[src/hw/rtl/gpio_register_block_top_assert.svh]
// ----------------------------------------------------------------------------
// GPIO register block assertion macros
// Concurrent checks, compiled out for synthesis.
// ----------------------------------------------------------------------------
`ifndef GPIO_REGISTER_BLOCK_TOP_ASSERT_SVH
`define GPIO_REGISTER_BLOCK_TOP_ASSERT_SVH
`ifndef SYNTHESIS
// check held off while reset is high
`define GRB_ASSERT(lbl, clk, rst, prop) \
   lbl: assert property (@(posedge clk) disable iff (rst) prop) \
      else $error("%m: assertion failed");
// check that also runs through reset
`define GRB_ASSERT_ALWAYS(lbl, clk, prop) \
   lbl: assert property (@(posedge clk) prop) \
      else $error("%m: assertion failed");
`else
`define GRB_ASSERT(lbl, clk, rst, prop)
`define GRB_ASSERT_ALWAYS(lbl, clk, prop)
`endif
`endif

[src/hw/rtl/gpio_rb_pkg.sv]
// ----------------------------------------------------------------------------
// GPIO register block package
// Sizes, group and access codes, and the request/response item types.
// ----------------------------------------------------------------------------
`default_nettype none

package gpio_rb_pkg;

   localparam int NUM_PINS  = 54;
   localparam int PAD_BANKS = 2;

   localparam int DATA_W = 32;
   localparam int GRP_W  = 3;
   localparam int IDX_W  = 3;
   localparam int CNT_W  = IDX_W + 1;
   localparam int FSEL_W = 3;
   localparam int PULL_W = 2;
   localparam int PAD_W  = 4;

   localparam int FSEL_PER_WORD = 10;
   localparam int BIT_PER_WORD  = DATA_W;
   localparam int PULL_PER_WORD = DATA_W / PULL_W;

   localparam int FSEL_WORDS = (NUM_PINS + FSEL_PER_WORD - 1) / FSEL_PER_WORD;
   localparam int BIT_WORDS  = (NUM_PINS + BIT_PER_WORD - 1) / BIT_PER_WORD;
   localparam int PULL_WORDS = (NUM_PINS + PULL_PER_WORD - 1) / PULL_PER_WORD;

   // access codes
   localparam logic FUNC_READ  = 1'b0;
   localparam logic FUNC_WRITE = 1'b1;

   // register groups
   localparam logic [GRP_W-1:0] GRP_FSEL  = 3'd0;
   localparam logic [GRP_W-1:0] GRP_SET   = 3'd1;
   localparam logic [GRP_W-1:0] GRP_CLEAR = 3'd2;
   localparam logic [GRP_W-1:0] GRP_LEVEL = 3'd3;
   localparam logic [GRP_W-1:0] GRP_PULL  = 3'd4;
   localparam logic [GRP_W-1:0] GRP_PAD   = 3'd5;

   // function select code for output mode
   localparam logic [FSEL_W-1:0] FSEL_OUTPUT = 3'b001;

   typedef struct packed {
      logic                func;
      logic [GRP_W-1:0]    reg_group;
      logic [IDX_W-1:0]    reg_index;
      logic [DATA_W-1:0]   write_data;
      logic [NUM_PINS-1:0] pin_levels;
   } req_type;

   typedef struct packed {
      logic [DATA_W-1:0]   read_data;
      logic [NUM_PINS-1:0] output_latch;
      logic [NUM_PINS-1:0] drive_enable;
      logic                access_error;
   } rsp_type;

   // number of words in a group; zero for unknown groups
   function automatic logic [CNT_W-1:0] word_count(input logic [GRP_W-1:0] grp);
      logic [CNT_W-1:0] cnt;
      case (grp)
         GRP_FSEL:                      cnt = CNT_W'(FSEL_WORDS);
         GRP_SET, GRP_CLEAR, GRP_LEVEL: cnt = CNT_W'(BIT_WORDS);
         GRP_PULL:                      cnt = CNT_W'(PULL_WORDS);
         GRP_PAD:                       cnt = CNT_W'(PAD_BANKS);
         default:                       cnt = '0;
      endcase
      return cnt;
   endfunction

endpackage

`default_nettype wire

[src/hw/rtl/gpio_register_block_top.sv]
// ----------------------------------------------------------------------------
// GPIO register block top level
// Item accept to result valid passes the input reg, then the result reg;
// decode and update are combinational logic between the two.
// Throughput: one item per cycle unless the response side stalls.
// Reset (synchronous, active high): pin registers cleared (input mode, no
// pull, latch and pad words zero); both stages emptied.
// ----------------------------------------------------------------------------
`default_nettype none
`include "gpio_register_block_top_assert.svh"

module gpio_register_block_top (
   input  wire logic                                  clock,
   input  wire logic                                  reset,

   // request channel: one bus access per item
   input  wire logic                                  req_valid,
   output      logic                                  req_ready,
   input  wire logic                                  req_func,
   input  wire logic [gpio_rb_pkg::GRP_W-1:0]         req_reg_group,
   input  wire logic [gpio_rb_pkg::IDX_W-1:0]         req_reg_index,
   input  wire logic [gpio_rb_pkg::DATA_W-1:0]        req_write_data,
   input  wire logic [gpio_rb_pkg::NUM_PINS-1:0]      req_pin_levels,

   // response channel: one item per request
   output      logic                                  rsp_valid,
   input  wire logic                                  rsp_ready,
   output      logic [gpio_rb_pkg::DATA_W-1:0]        rsp_read_data,
   output      logic [gpio_rb_pkg::NUM_PINS-1:0]      rsp_output_latch,
   output      logic [gpio_rb_pkg::NUM_PINS-1:0]      rsp_drive_enable,
   output      logic                                  rsp_access_error
);
   import gpio_rb_pkg::*;

   // input stage
   logic    s1_valid_ff, s1_valid_in;
   req_type s1_req_ff, s1_req_in;

   // result stage
   logic    rsp_valid_ff, rsp_valid_in;
   rsp_type rsp_ff, rsp_in;

   logic rsp_free;   // result register empty or being drained
   logic advance;    // input stage item moves into the result register
   logic req_take;   // request accepted this cycle

   always_comb begin
      rsp_free  = !rsp_valid_ff || rsp_ready;
      advance   = s1_valid_ff && rsp_free;
      req_ready = !s1_valid_ff || rsp_free;
      req_take  = req_valid && req_ready;

      // input stage refills on accept, empties when its item moves on
      s1_valid_in = req_take ? 1'b1 : (advance ? 1'b0 : s1_valid_ff);
      s1_req_in   = s1_req_ff;
      if (req_take) begin
         s1_req_in.func       = req_func;
         s1_req_in.reg_group  = req_reg_group;
         s1_req_in.reg_index  = req_reg_index;
         s1_req_in.write_data = req_write_data;
         s1_req_in.pin_levels = req_pin_levels;
      end

      rsp_valid_in = advance ? 1'b1 : (rsp_ready ? 1'b0 : rsp_valid_ff);
   end

   // register file: state commits at the edge the item enters the result reg
   gpio_rb_regs u_regs (
      .clock  (clock),
      .reset  (reset),
      .commit (advance),
      .req    (s1_req_ff),
      .rsp_in (rsp_in)
   );

   always_ff @(posedge clock) begin
      if (reset) begin
         s1_valid_ff  <= 1'b0;
         rsp_valid_ff <= 1'b0;
      end else begin
         s1_valid_ff  <= s1_valid_in;
         rsp_valid_ff <= rsp_valid_in;
      end
   end

   // payload, no reset needed
   always_ff @(posedge clock) begin
      s1_req_ff <= s1_req_in;
      if (advance) begin
         rsp_ff <= rsp_in;
      end
   end

   assign rsp_valid        = rsp_valid_ff;
   assign rsp_read_data    = rsp_ff.read_data;
   assign rsp_output_latch = rsp_ff.output_latch;
   assign rsp_drive_enable = rsp_ff.drive_enable;
   assign rsp_access_error = rsp_ff.access_error;

   // both stages come out of reset empty
   `GRB_ASSERT_ALWAYS(a_reset_empty, clock,
      reset |=> !rsp_valid && !s1_valid_ff)
   // a blocked input stage keeps its item
   `GRB_ASSERT(a_s1_hold, clock, reset,
      s1_valid_ff && !advance |=> s1_valid_ff && $stable(s1_req_ff))
   // a flagged access never returns data
   `GRB_ASSERT(a_err_rdata, clock, reset,
      rsp_valid && rsp_access_error |-> rsp_read_data == '0)
   // an item leaving the input stage always lands in the result register
   `GRB_ASSERT(a_advance_lands, clock, reset,
      advance |=> rsp_valid)

endmodule

`default_nettype wire

[src/hw/rtl/gpio_rb_regs.sv]
// ----------------------------------------------------------------------------
// GPIO register block storage
// Pin registers, access decode and the response for one item.
// ----------------------------------------------------------------------------
`default_nettype none
`include "gpio_register_block_top_assert.svh"

module gpio_rb_regs (
   input  wire logic                clock,
   input  wire logic                reset,
   input  wire logic                commit,
   input  wire gpio_rb_pkg::req_type req,
   output gpio_rb_pkg::rsp_type      rsp_in
);
   import gpio_rb_pkg::*;

   logic [NUM_PINS-1:0][FSEL_W-1:0] fsel_ff, fsel_in;
   logic [NUM_PINS-1:0]             output_ff, output_in;
   logic [NUM_PINS-1:0][PULL_W-1:0] pull_ff, pull_in;
   logic [PAD_BANKS-1:0][PAD_W-1:0] pad_ff, pad_in;

   logic              wr;
   logic              err;
   logic [DATA_W-1:0] rd_fsel, rd_lvl, rd_pull, rd_pad, rd_sel;
   logic [NUM_PINS-1:0] drive;

   always_comb begin
      wr  = req.func == FUNC_WRITE;
      err = {1'b0, req.reg_index} >= word_count(req.reg_group);

      fsel_in   = fsel_ff;
      output_in = output_ff;
      pull_in   = pull_ff;
      pad_in    = pad_ff;
      rd_fsel   = '0;
      rd_lvl    = '0;
      rd_pull   = '0;
      rd_pad    = '0;

      for (int p = 0; p < NUM_PINS; p++) begin
         if (req.reg_index == IDX_W'(p / FSEL_PER_WORD)) begin
            rd_fsel[FSEL_W*(p % FSEL_PER_WORD) +: FSEL_W] = fsel_ff[p];
            if (!err && wr && req.reg_group == GRP_FSEL) begin
               fsel_in[p] = req.write_data[FSEL_W*(p % FSEL_PER_WORD) +: FSEL_W];
            end
         end
         if (req.reg_index == IDX_W'(p / BIT_PER_WORD)) begin
            rd_lvl[p % BIT_PER_WORD] = req.pin_levels[p];
            if (!err && wr && req.reg_group == GRP_SET) begin
               output_in[p] = output_ff[p] | req.write_data[p % BIT_PER_WORD];
            end
            if (!err && wr && req.reg_group == GRP_CLEAR) begin
               output_in[p] = output_ff[p] & ~req.write_data[p % BIT_PER_WORD];
            end
         end
         if (req.reg_index == IDX_W'(p / PULL_PER_WORD)) begin
            rd_pull[PULL_W*(p % PULL_PER_WORD) +: PULL_W] = pull_ff[p];
            if (!err && wr && req.reg_group == GRP_PULL) begin
               pull_in[p] = req.write_data[PULL_W*(p % PULL_PER_WORD) +: PULL_W];
            end
         end
      end

      for (int b = 0; b < PAD_BANKS; b++) begin
         if (req.reg_index == IDX_W'(b)) begin
            rd_pad = DATA_W'(pad_ff[b]);
            if (!err && wr && req.reg_group == GRP_PAD) begin
               pad_in[b] = req.write_data[PAD_W-1:0];
            end
         end
      end

      case (req.reg_group)
         GRP_FSEL:  rd_sel = rd_fsel;
         GRP_LEVEL: rd_sel = rd_lvl;
         GRP_PULL:  rd_sel = rd_pull;
         GRP_PAD:   rd_sel = rd_pad;
         default:   rd_sel = '0;
      endcase

      for (int p = 0; p < NUM_PINS; p++) begin
         drive[p] = fsel_in[p] == FSEL_OUTPUT;
      end

      rsp_in.read_data    = (wr || err) ? '0 : rd_sel;
      rsp_in.output_latch = output_in;
      rsp_in.drive_enable = drive;
      rsp_in.access_error = err;
   end

   always_ff @(posedge clock) begin
      if (reset) begin
         fsel_ff   <= '0;
         output_ff <= '0;
         pull_ff   <= '0;
         pad_ff    <= '0;
      end else if (commit) begin
         fsel_ff   <= fsel_in;
         output_ff <= output_in;
         pull_ff   <= pull_in;
         pad_ff    <= pad_in;
      end
   end

   // a rejected access leaves every register alone
   `GRB_ASSERT(a_err_no_change, clock, reset,
      !reset && commit && err |=> $stable(fsel_ff) && $stable(output_ff) && $stable(pull_ff) && $stable(pad_ff))
   // writes never return data
   `GRB_ASSERT(a_wr_rdata_zero, clock, reset,
      commit && wr |-> rsp_in.read_data == '0)
   // state only moves when an item commits
   `GRB_ASSERT(a_hold_idle, clock, reset,
      !reset && !commit |=> $stable(fsel_ff) && $stable(output_ff) && $stable(pull_ff) && $stable(pad_ff))

endmodule

`default_nettype wire

[config.mk]
export PLATFORM = sky130hd
export DESIGN_NAME = gpio_register_block_top
export DESIGN_NICKNAME = d
export VERILOG_FILES = /design/src/hw/rtl/gpio_rb_pkg.sv /design/src/hw/rtl/gpio_register_block_top.sv /design/src/hw/rtl/gpio_rb_regs.sv
export VERILOG_INCLUDE_DIRS = /design/src /design/src/hw/rtl
export SDC_FILE = /design/constraint.sdc
export NUM_CORES = 1
export LEC_CHECK = 0
export ABC_CLOCK_PERIOD_IN_PS = 8770
export BUFFER_PORTS_ARGS = -buffer_cell sky130_fd_sc_hd__buf_2
export CORE_AREA = 2 2 207 209
export CTS_BUF_LIST = sky130_fd_sc_hd__clkbuf_8
export DETAILED_ROUTE_END_ITERATION = 16
export DIE_AREA = 0 0 209 211
export PLACE_DENSITY = 0.89
export REMOVE_ABC_BUFFERS = 1
export SYNTH_ARGS = -nofsm -noshare
export SYNTH_HDL_FRONTEND = slang
export SYNTH_SLANG_ARGS = --single-unit
[constraint.sdc]
create_clock -name clock -period 8.77 [get_ports clock]
set_input_delay 0.4385 -clock clock [delete_from_list [all_inputs] [get_ports clock]]
set_output_delay 0.4385 -clock clock [all_outputs]
set_load 0.05 [all_outputs]
==> Yosys cells after proc, flatten, opt, wreduce, memory -nomap -nowiden <==
Index checks and enable logic that the tools add are counted.
{ "word_totals": {"memories": 0, "wordCells": 792, "reg_bits": 568, "inputBits": 97, "mem_bits_ro": 0, "output_inout_bits": 143, "latch_bits": 0, "mem_bits_rw": 0} }
{ "op_classes": {"n_shift": 0, "order_cmp": 1, "n_reduce_logical": 25, "mux": 440, "bitwise_logic": 140, "n_eq_ne": 64, "n_addsub": 0, "multipliers": 0, "n_div": 0} }
{ "ops": {"columns": ["cell", "n"], "rows": [
  ["two-way mux 3 bit", 162],
  ["two-way mux 1 bit", 220],
  ["equality test 3 x 1 -> 1 bit (second input constant)", 56],
  ["one-hot mux 32 bit (4 select lines)", 1],
  ["two-way mux 2 bit", 54],
  ["AND 1 bit", 54],
  ["OR 1 bit", 54],
  ["NOT 1 bit", 32],
  ["AND reduction 3 bit", 6],
  ["equality test 3 x 2 -> 1 bit (second input constant)", 4],
  ["equality test 3 bit (second input constant)", 4],
  ["one-hot mux 3 bit (3 select lines)", 1],
  ["logical AND 1 bit", 8],
  ["two-way mux 4 bit", 2],
  ["zero test 3 bit", 2],
  ["nonzero test 2 bit", 2],
  ["OR reduction 4 bit", 1],
  [">= comparator 3 bit", 1],
  ["zero test 1 bit", 3],
  ["logical OR 1 bit", 3]
]} }

==> Longest topological paths before layout <==
{ "depth": {"word_depth": 10, "ltp_mapped": 11, "mapped_depth_nobuf": 7} }

==> Hierarchy <==
From an unflattened synthesis, not the netlist that was laid out.
{ "unflattened": {"hier_cells": 2331, "area_unflattened_um2": 26011.2} }
{ "modules_own_cells": {"columns": ["module", "n_inst", "cells_per_inst", "area_per_inst_um2", "seq_area_each_um2"], "rows": [
  ["gpio_rb_regs", 1, 2087, 18880.6, 6646.4],
  ["gpio_register_block_top", 1, 244, 7130.6, 7066.8]
]} }

==> Worst setup path before layout <==
OpenSTA, ideal clock, no wires.
{ "synth_timing": {"kind": "register -> register", "startpoint": "reg rsp_valid_ff (netlist: rsp_valid)", "endpoint": "reg rsp_ff, in the netlist rsp_access_error, enable pin", "slack_ps": 1521, "stages_incl_launch_ff": 3, "setup_time_ps": 643, "t_required_ps": 8127, "path_buffers": 0, "arrival_time_ps": 6606, "synth_period_minus_slack_ps": 7249, "cell_sequence": "dfxtp_1 > nor2b_1 > nor2_1"} }
{ "synth_via": {"elab_chain_cells": 3} }
{ "synth_rtl": {"columns": ["item", "line", "text"], "rows": [
  ["start: declaration", "gpio_register_block_top.sv:40", "logic rsp_valid_ff, rsp_valid_in;"],
  ["start signal: assignment", "gpio_register_block_top.sv:82", "rsp_valid_ff <= rsp_valid_in;"],
  ["zero test 1 bit", "gpio_register_block_top.sv:48", "rsp_free = !rsp_valid_ff || rsp_ready;"],
  ["logical OR 1 bit", "gpio_register_block_top.sv:48", null],
  ["logical AND 1 bit", "gpio_register_block_top.sv:49", "advance = s1_valid_ff && rsp_free;"],
  ["named net advance", "gpio_register_block_top.sv:44", "logic advance;"],
  ["end signal: assignment", "gpio_register_block_top.sv:90", "rsp_ff <= rsp_in;"],
  ["end: declaration", "gpio_register_block_top.sv:41", "rsp_type rsp_ff, rsp_in;"]
]} }
The timed path passes the listed nets, and every way through them passes these cells.
A chain may end at the register's enable or synchronous reset.

==> metrics.md <==
| Metric | Value |
|---|---|
| Outcome | `finished clean` |
| Cell depth of the worst flop-to-flop path | `5` |
| Post-route cell area | `between 20000 and 30000 µm²` |
| Delay-heaviest family, CP | `simple AND/OR/NAND/NOR gates` |
| Buffer and inverter count on the worst path | `2` |
| Maximum number of pins on one net before global-route repair | `141` |
| NetSw | `between 1000 and 1500 µW` |
| Sequential cell area fraction in the yosys report | `55.0%` |
| Internal Pwr Total | `around 4100 µW` |
| Post-layout net count | `2549` |
| # H-tree levels | `3` |
| Fin Clk Skew | `0.0331 ns` |
| HPWL reported at the end of detailed placement | `45700 µm` |
| Start point of the worst min-delay path | `req_valid` |
| Proportion of power drawn by the clock network | `41.3%` |
| Transition time at the pin with the least slew margin | `1.44 ns` |
| Port Buf Inserts | `approximately 240` |
| Crit-path max cell delay | `about 1.2 ns` |
| Syn-to-layout area delta | `16.4%` |
| Path class of the lowest-slack min-delay path | `in2reg` |
| Setup repair after global routing missed its margin | `no` |
| Initial antenna violation count | `2` |
| Register clock-pin slew on the reported worst setup and hold paths | `~0.070 ns` |
| Peak supply drop | `0.000134 V` |
| Core outline area | `between 40000 and 50000 µm²` |
| First-pass GRT wire length | `117000 µm` |
| Wire length after detailed routing | `76800 µm` |
| Fraction of final layout cells with drive strength greater than 1 | `21.3%` |
| Period utilisation layout | `47.3%` |
| Latest clock arrival within the worst-skew pair | `slightly below 0.7 ns` |
| Routed length per placed instance | `25.0 µm` |
| CP cell instances | `buf_4 > buf_4 > nor3b_2 > nand4_1 > mux2i_1` |
| Die H | `211 µm` |
| Data arrival, critical path | `4.61 ns` |
| Number of sinks handled by clock tree synthesis | `568` |
| Buffer cell driving the clock tree root | `sky130_fd_sc_hd__clkbuf_8` |
| Post-CTS setup buffer count | `0` |
| Total via count after detailed routing | `20300` |
| Class of the most critical setup path | `reg2reg` |
| IO Pins | `240` |
| Max Fclk | `0.241 GHz` |
| Number of cells produced by synthesis | `about 2200` |
| Number of warning messages in the yosys log | `0` |
| Rel. slew slack | `4.23%` |
| Top post-synthesis cells by area | `sky130_fd_sc_hd__edfxtp_1 28%, sky130_fd_sc_hd__dfxtp_1 27%, sky130_fd_sc_hd__mux2i_1 17%` |
| Worst reg2reg endpoint | `rsp_drive_enable[14]` |
| Portion of synthesized cell area occupied by the leading cell type | `28.2%` |
| Switching share of total power | `26.3%` |
| Die Outline Area | `~44000 µm²` |
| Placer Congestion | `roughly 0.9` |
| Row Count | `75` |
| DRC | `0` |
| Pwr/cell area | `between 150 and 200 nW/µm²` |
| Critical path capture point | `rsp_drive_enable[14]` |
| CP Max Fanout | `40` |
| Fin util | `69.5%` |
| Final critical-path required period | `slightly above 4 ns` |
| Violation count after the first detailed-route iteration | `between 2000 and 3000` |
| Number of unique standard cell types used by synthesis | `58` |
| Total setup violations reported at the end of the flow | `0` |
| Crit. End Element | `flop` |
| Total of fill cells in the finished design | `2821` |
| Total placed instance area | `around 26000 µm²` |
| Proportion of register bits with asynchronous set or reset after synthesis | `0%` |
| DIE WIDTH | `209 µm` |
| Initial Util | `59.7%` |
| Number of vias per cell after detailed routing | `6.62` |
| Post-synth top flop | `sky130_fd_sc_hd__dfxtp_1` |
| Global router's overall resource usage | `34.3%` |
| Max-cap check violation count | `0` |
| Reg2Reg Setup Slack | `4.62 ns` |
| Reg2reg start | `s1_req_ff[86]` |
| CTS tree | `yes` |
| Hold Violations, Final | `0` |
| EDFF count, synth | `approximately 230` |
| Reg power frac | `a little over 50%` |
| Cell count along the critical path | `5` |
| Netlist Area Pre-Place | `around 25000 µm²` |
| Logic gate share of total power | `~8%` |
| Avg Synthesized Cell Area | `11.3 µm²` |
| Timing startpoint of the critical path | `s1_req_ff[86]` |
| Via count of the first global-routing pass | `approximately 20000` |
| Required time at the worst-slack endpoint | `9.24 ns` |
| Kind of launch point of the worst setup path | `flop` |
| Critical-path top delay cell | `sky130_fd_sc_hd__nand4_1` |
| Leading area contributor after synthesis | `sky130_fd_sc_hd__edfxtp_1` |
| Cell seen most often among critical-path stages | `sky130_fd_sc_hd__buf_4` |
| LEAKAGE | `0.0121 µW` |
| CTS max path bufs | `3` |
| Post-route ant nets | `0` |
| Clock buffer count from CTS | `91` |
| DR pass1 iterations | `6` |
| Number of synthesized register bits | `about 570` |
| Number of max-slew violations in the final report | `0` |
| Remaining global-route overflow | `0` |
cells in the mapped netlist, types with 8 or more instances:
| cell | instances |
|---|---|
| sky130_fd_sc_hd__nor2_1 | 45 |
| sky130_fd_sc_hd__and3_1 | 13 |
| sky130_fd_sc_hd__mux2i_1 | 412 |
| sky130_fd_sc_hd__o21ai_0 | 10 |
| sky130_fd_sc_hd__a2bb2oi_1 | 31 |
| sky130_fd_sc_hd__and2_1 | 11 |
| sky130_fd_sc_hd__or3b_2 | 55 |
| sky130_fd_sc_hd__dfxtp_1 | 334 |
| sky130_fd_sc_hd__a22oi_1 | 34 |
| sky130_fd_sc_hd__edfxtp_1 | 234 |
| sky130_fd_sc_hd__a41oi_1 | 40 |
| sky130_fd_sc_hd__nor4b_1 | 22 |
| sky130_fd_sc_hd__nand2b_1 | 8 |
| sky130_fd_sc_hd__o221ai_1 | 12 |
| sky130_fd_sc_hd__nor4_1 | 47 |
| sky130_fd_sc_hd__nand2_1 | 308 |
| sky130_fd_sc_hd__a21oi_1 | 78 |
| sky130_fd_sc_hd__a211oi_1 | 8 |
| sky130_fd_sc_hd__a221oi_1 | 13 |
| sky130_fd_sc_hd__nand3_1 | 38 |
| sky130_fd_sc_hd__buf_2 | 62 |
| sky130_fd_sc_hd__clkbuf_1 | 136 |
| sky130_fd_sc_hd__o31ai_1 | 30 |
| sky130_fd_sc_hd__o2bb2ai_1 | 10 |
| sky130_fd_sc_hd__nand4_1 | 37 |
| sky130_fd_sc_hd__a31oi_1 | 16 |
| sky130_fd_sc_hd__o221a_2 | 45 |
| sky130_fd_sc_hd__o22ai_1 | 28 |
| sky130_fd_sc_hd__inv_1 | 20 |
flip-flops by register name, summed over array words and instances (netlist names):
register / count
rsp_drive_enable: 54
u_regs.output_ff: 54
s1_req_ff: 93
u_regs.fsel_ff: 162
rsp_valid: 1
rsp_access_error: 1
u_regs.pull_ff: 108
rsp_output_latch: 54
u_regs.pad_ff: 8
rsp_read_data: 32
s1_valid_ff: 1
metrics by stage:
step | setup slack (ns) | hold slack, ns | TNS [ns] | cells | power (µW)
after floorplan | -3.27 | 0.435 | -924.41 | 1988 | 3160
after global placement | 4.98 | 0.442 | 0 | 2804 | 3300
after detailed placement | 4.92 | 0.451 | 0 | 2804 | 3310
after CTS | 4.90 | 0.00348 | 0 | 3066 | 5610
after global routing | 4.58 | 0.0320 | 0 | 3068 | 5770
final | 4.62 | 0.0424 | 0 | 3069 | 5620
how the worst min path moves through the flow:
stage	to	slack, ns	cells past startpoint
after floorplan	u_regs.pull_ff[78]	0.44	2
after global placement	u_regs.pull_ff[98]	0.44	2
after detailed placement	u_regs.pull_ff[90]	0.45	2
after CTS	s1_req_ff[88]	0.003	1
after global routing	s1_req_ff[87]	0.03	1
final	s1_valid_ff	0.04	3
tightest hold or removal path, delay by kind of cell:
kind / cells / cell delay (ns)
AO/OA/AOI/OAI: 1 / 0.05
buffers and inverters: 1 / 0.13
AND/OR/NAND/NOR: 1 / 0.07
what timing repair did:
item,4_1_cts,5_1_grt
hold buffers,90,1
endpoints found under the hold margin,90,1
gates resized for setup,0,0
final cells by class:
cell class	instances	area, µm²	area share, %
sequential	568	13700	47.3
multi-input combinational	1400	10300	35.4
timing repair buffer	369	2410	8.30
clock buffer	106	1460	5.03
tap	539	674	2.32
clock inverter	66	403	1.39
inverter	20	82.6	0.285
antenna	1	2.50	0.00862
cells in the final DEF, fill, tap and decap left out, types with 6 or more instances in the layout:
cell type / instances
sky130_fd_sc_hd__o21ai_0: 9
sky130_fd_sc_hd__a221oi_1: 13
sky130_fd_sc_hd__nand2b_1: 8
sky130_fd_sc_hd__nand3_1: 33
sky130_fd_sc_hd__and2_1: 10
sky130_fd_sc_hd__o221a_2: 45
sky130_fd_sc_hd__nand2_1: 308
sky130_fd_sc_hd__nor4b_1: 22
sky130_fd_sc_hd__nand4_1: 37
sky130_fd_sc_hd__o22ai_1: 28
sky130_fd_sc_hd__clkinv_2: 12
sky130_fd_sc_hd__dlygate4sd3_1: 91
sky130_fd_sc_hd__o31ai_1: 30
sky130_fd_sc_hd__buf_2: 239
sky130_fd_sc_hd__and3_1: 13
sky130_fd_sc_hd__a211oi_1: 8
sky130_fd_sc_hd__a22oi_1: 34
sky130_fd_sc_hd__dfxtp_1: 334
sky130_fd_sc_hd__a41oi_1: 40
sky130_fd_sc_hd__nor4_1: 47
sky130_fd_sc_hd__o221ai_1: 12
sky130_fd_sc_hd__nor2b_1: 6
sky130_fd_sc_hd__edfxtp_1: 234
sky130_fd_sc_hd__mux2i_1: 412
sky130_fd_sc_hd__buf_4: 38
sky130_fd_sc_hd__a2bb2oi_1: 31
sky130_fd_sc_hd__or3b_2: 55
sky130_fd_sc_hd__clkbuf_8: 106
sky130_fd_sc_hd__nor2_1: 43
sky130_fd_sc_hd__inv_1: 58
sky130_fd_sc_hd__a31oi_1: 16
sky130_fd_sc_hd__o2bb2ai_1: 10
sky130_fd_sc_hd__a21oi_1: 78
kinds of logic after synthesis:
family	synth area share (%)
buffers and inverters	4.09
AO/OA/AOI/OAI	11.2
multiplexers	16.6
adder cells (fa/ha/maj)	0.100
XOR/XNOR	0.0351
flip-flops	55.0
AND/OR/NAND/NOR	12.9
power groups by stage:
stage | Clock (µW) | Combinational [µW] | Sequential (µW)
after detailed placement | 0 | 404 | 2900
after global routing | 2450 | 467 | 2850
after floorplan | 0 | 154 | 3000
after CTS | 2320 | 437 | 2850
after global placement | 0 | 395 | 2900
final | 2320 | 450 | 2850
routing by layer:
layer | share of wire, % | vias to the layer above | track usage [%]
li1 | - | 8781 | -
met1 | 38 | 9790 | 44.3
met2 | 45 | 1445 | 53.4
met3 | 12 | 290 | 9.26
met4 | 5.1 | 2 | 17.3
met5 | 0.017 | - | 0
(Power assumes the default switching activity.)
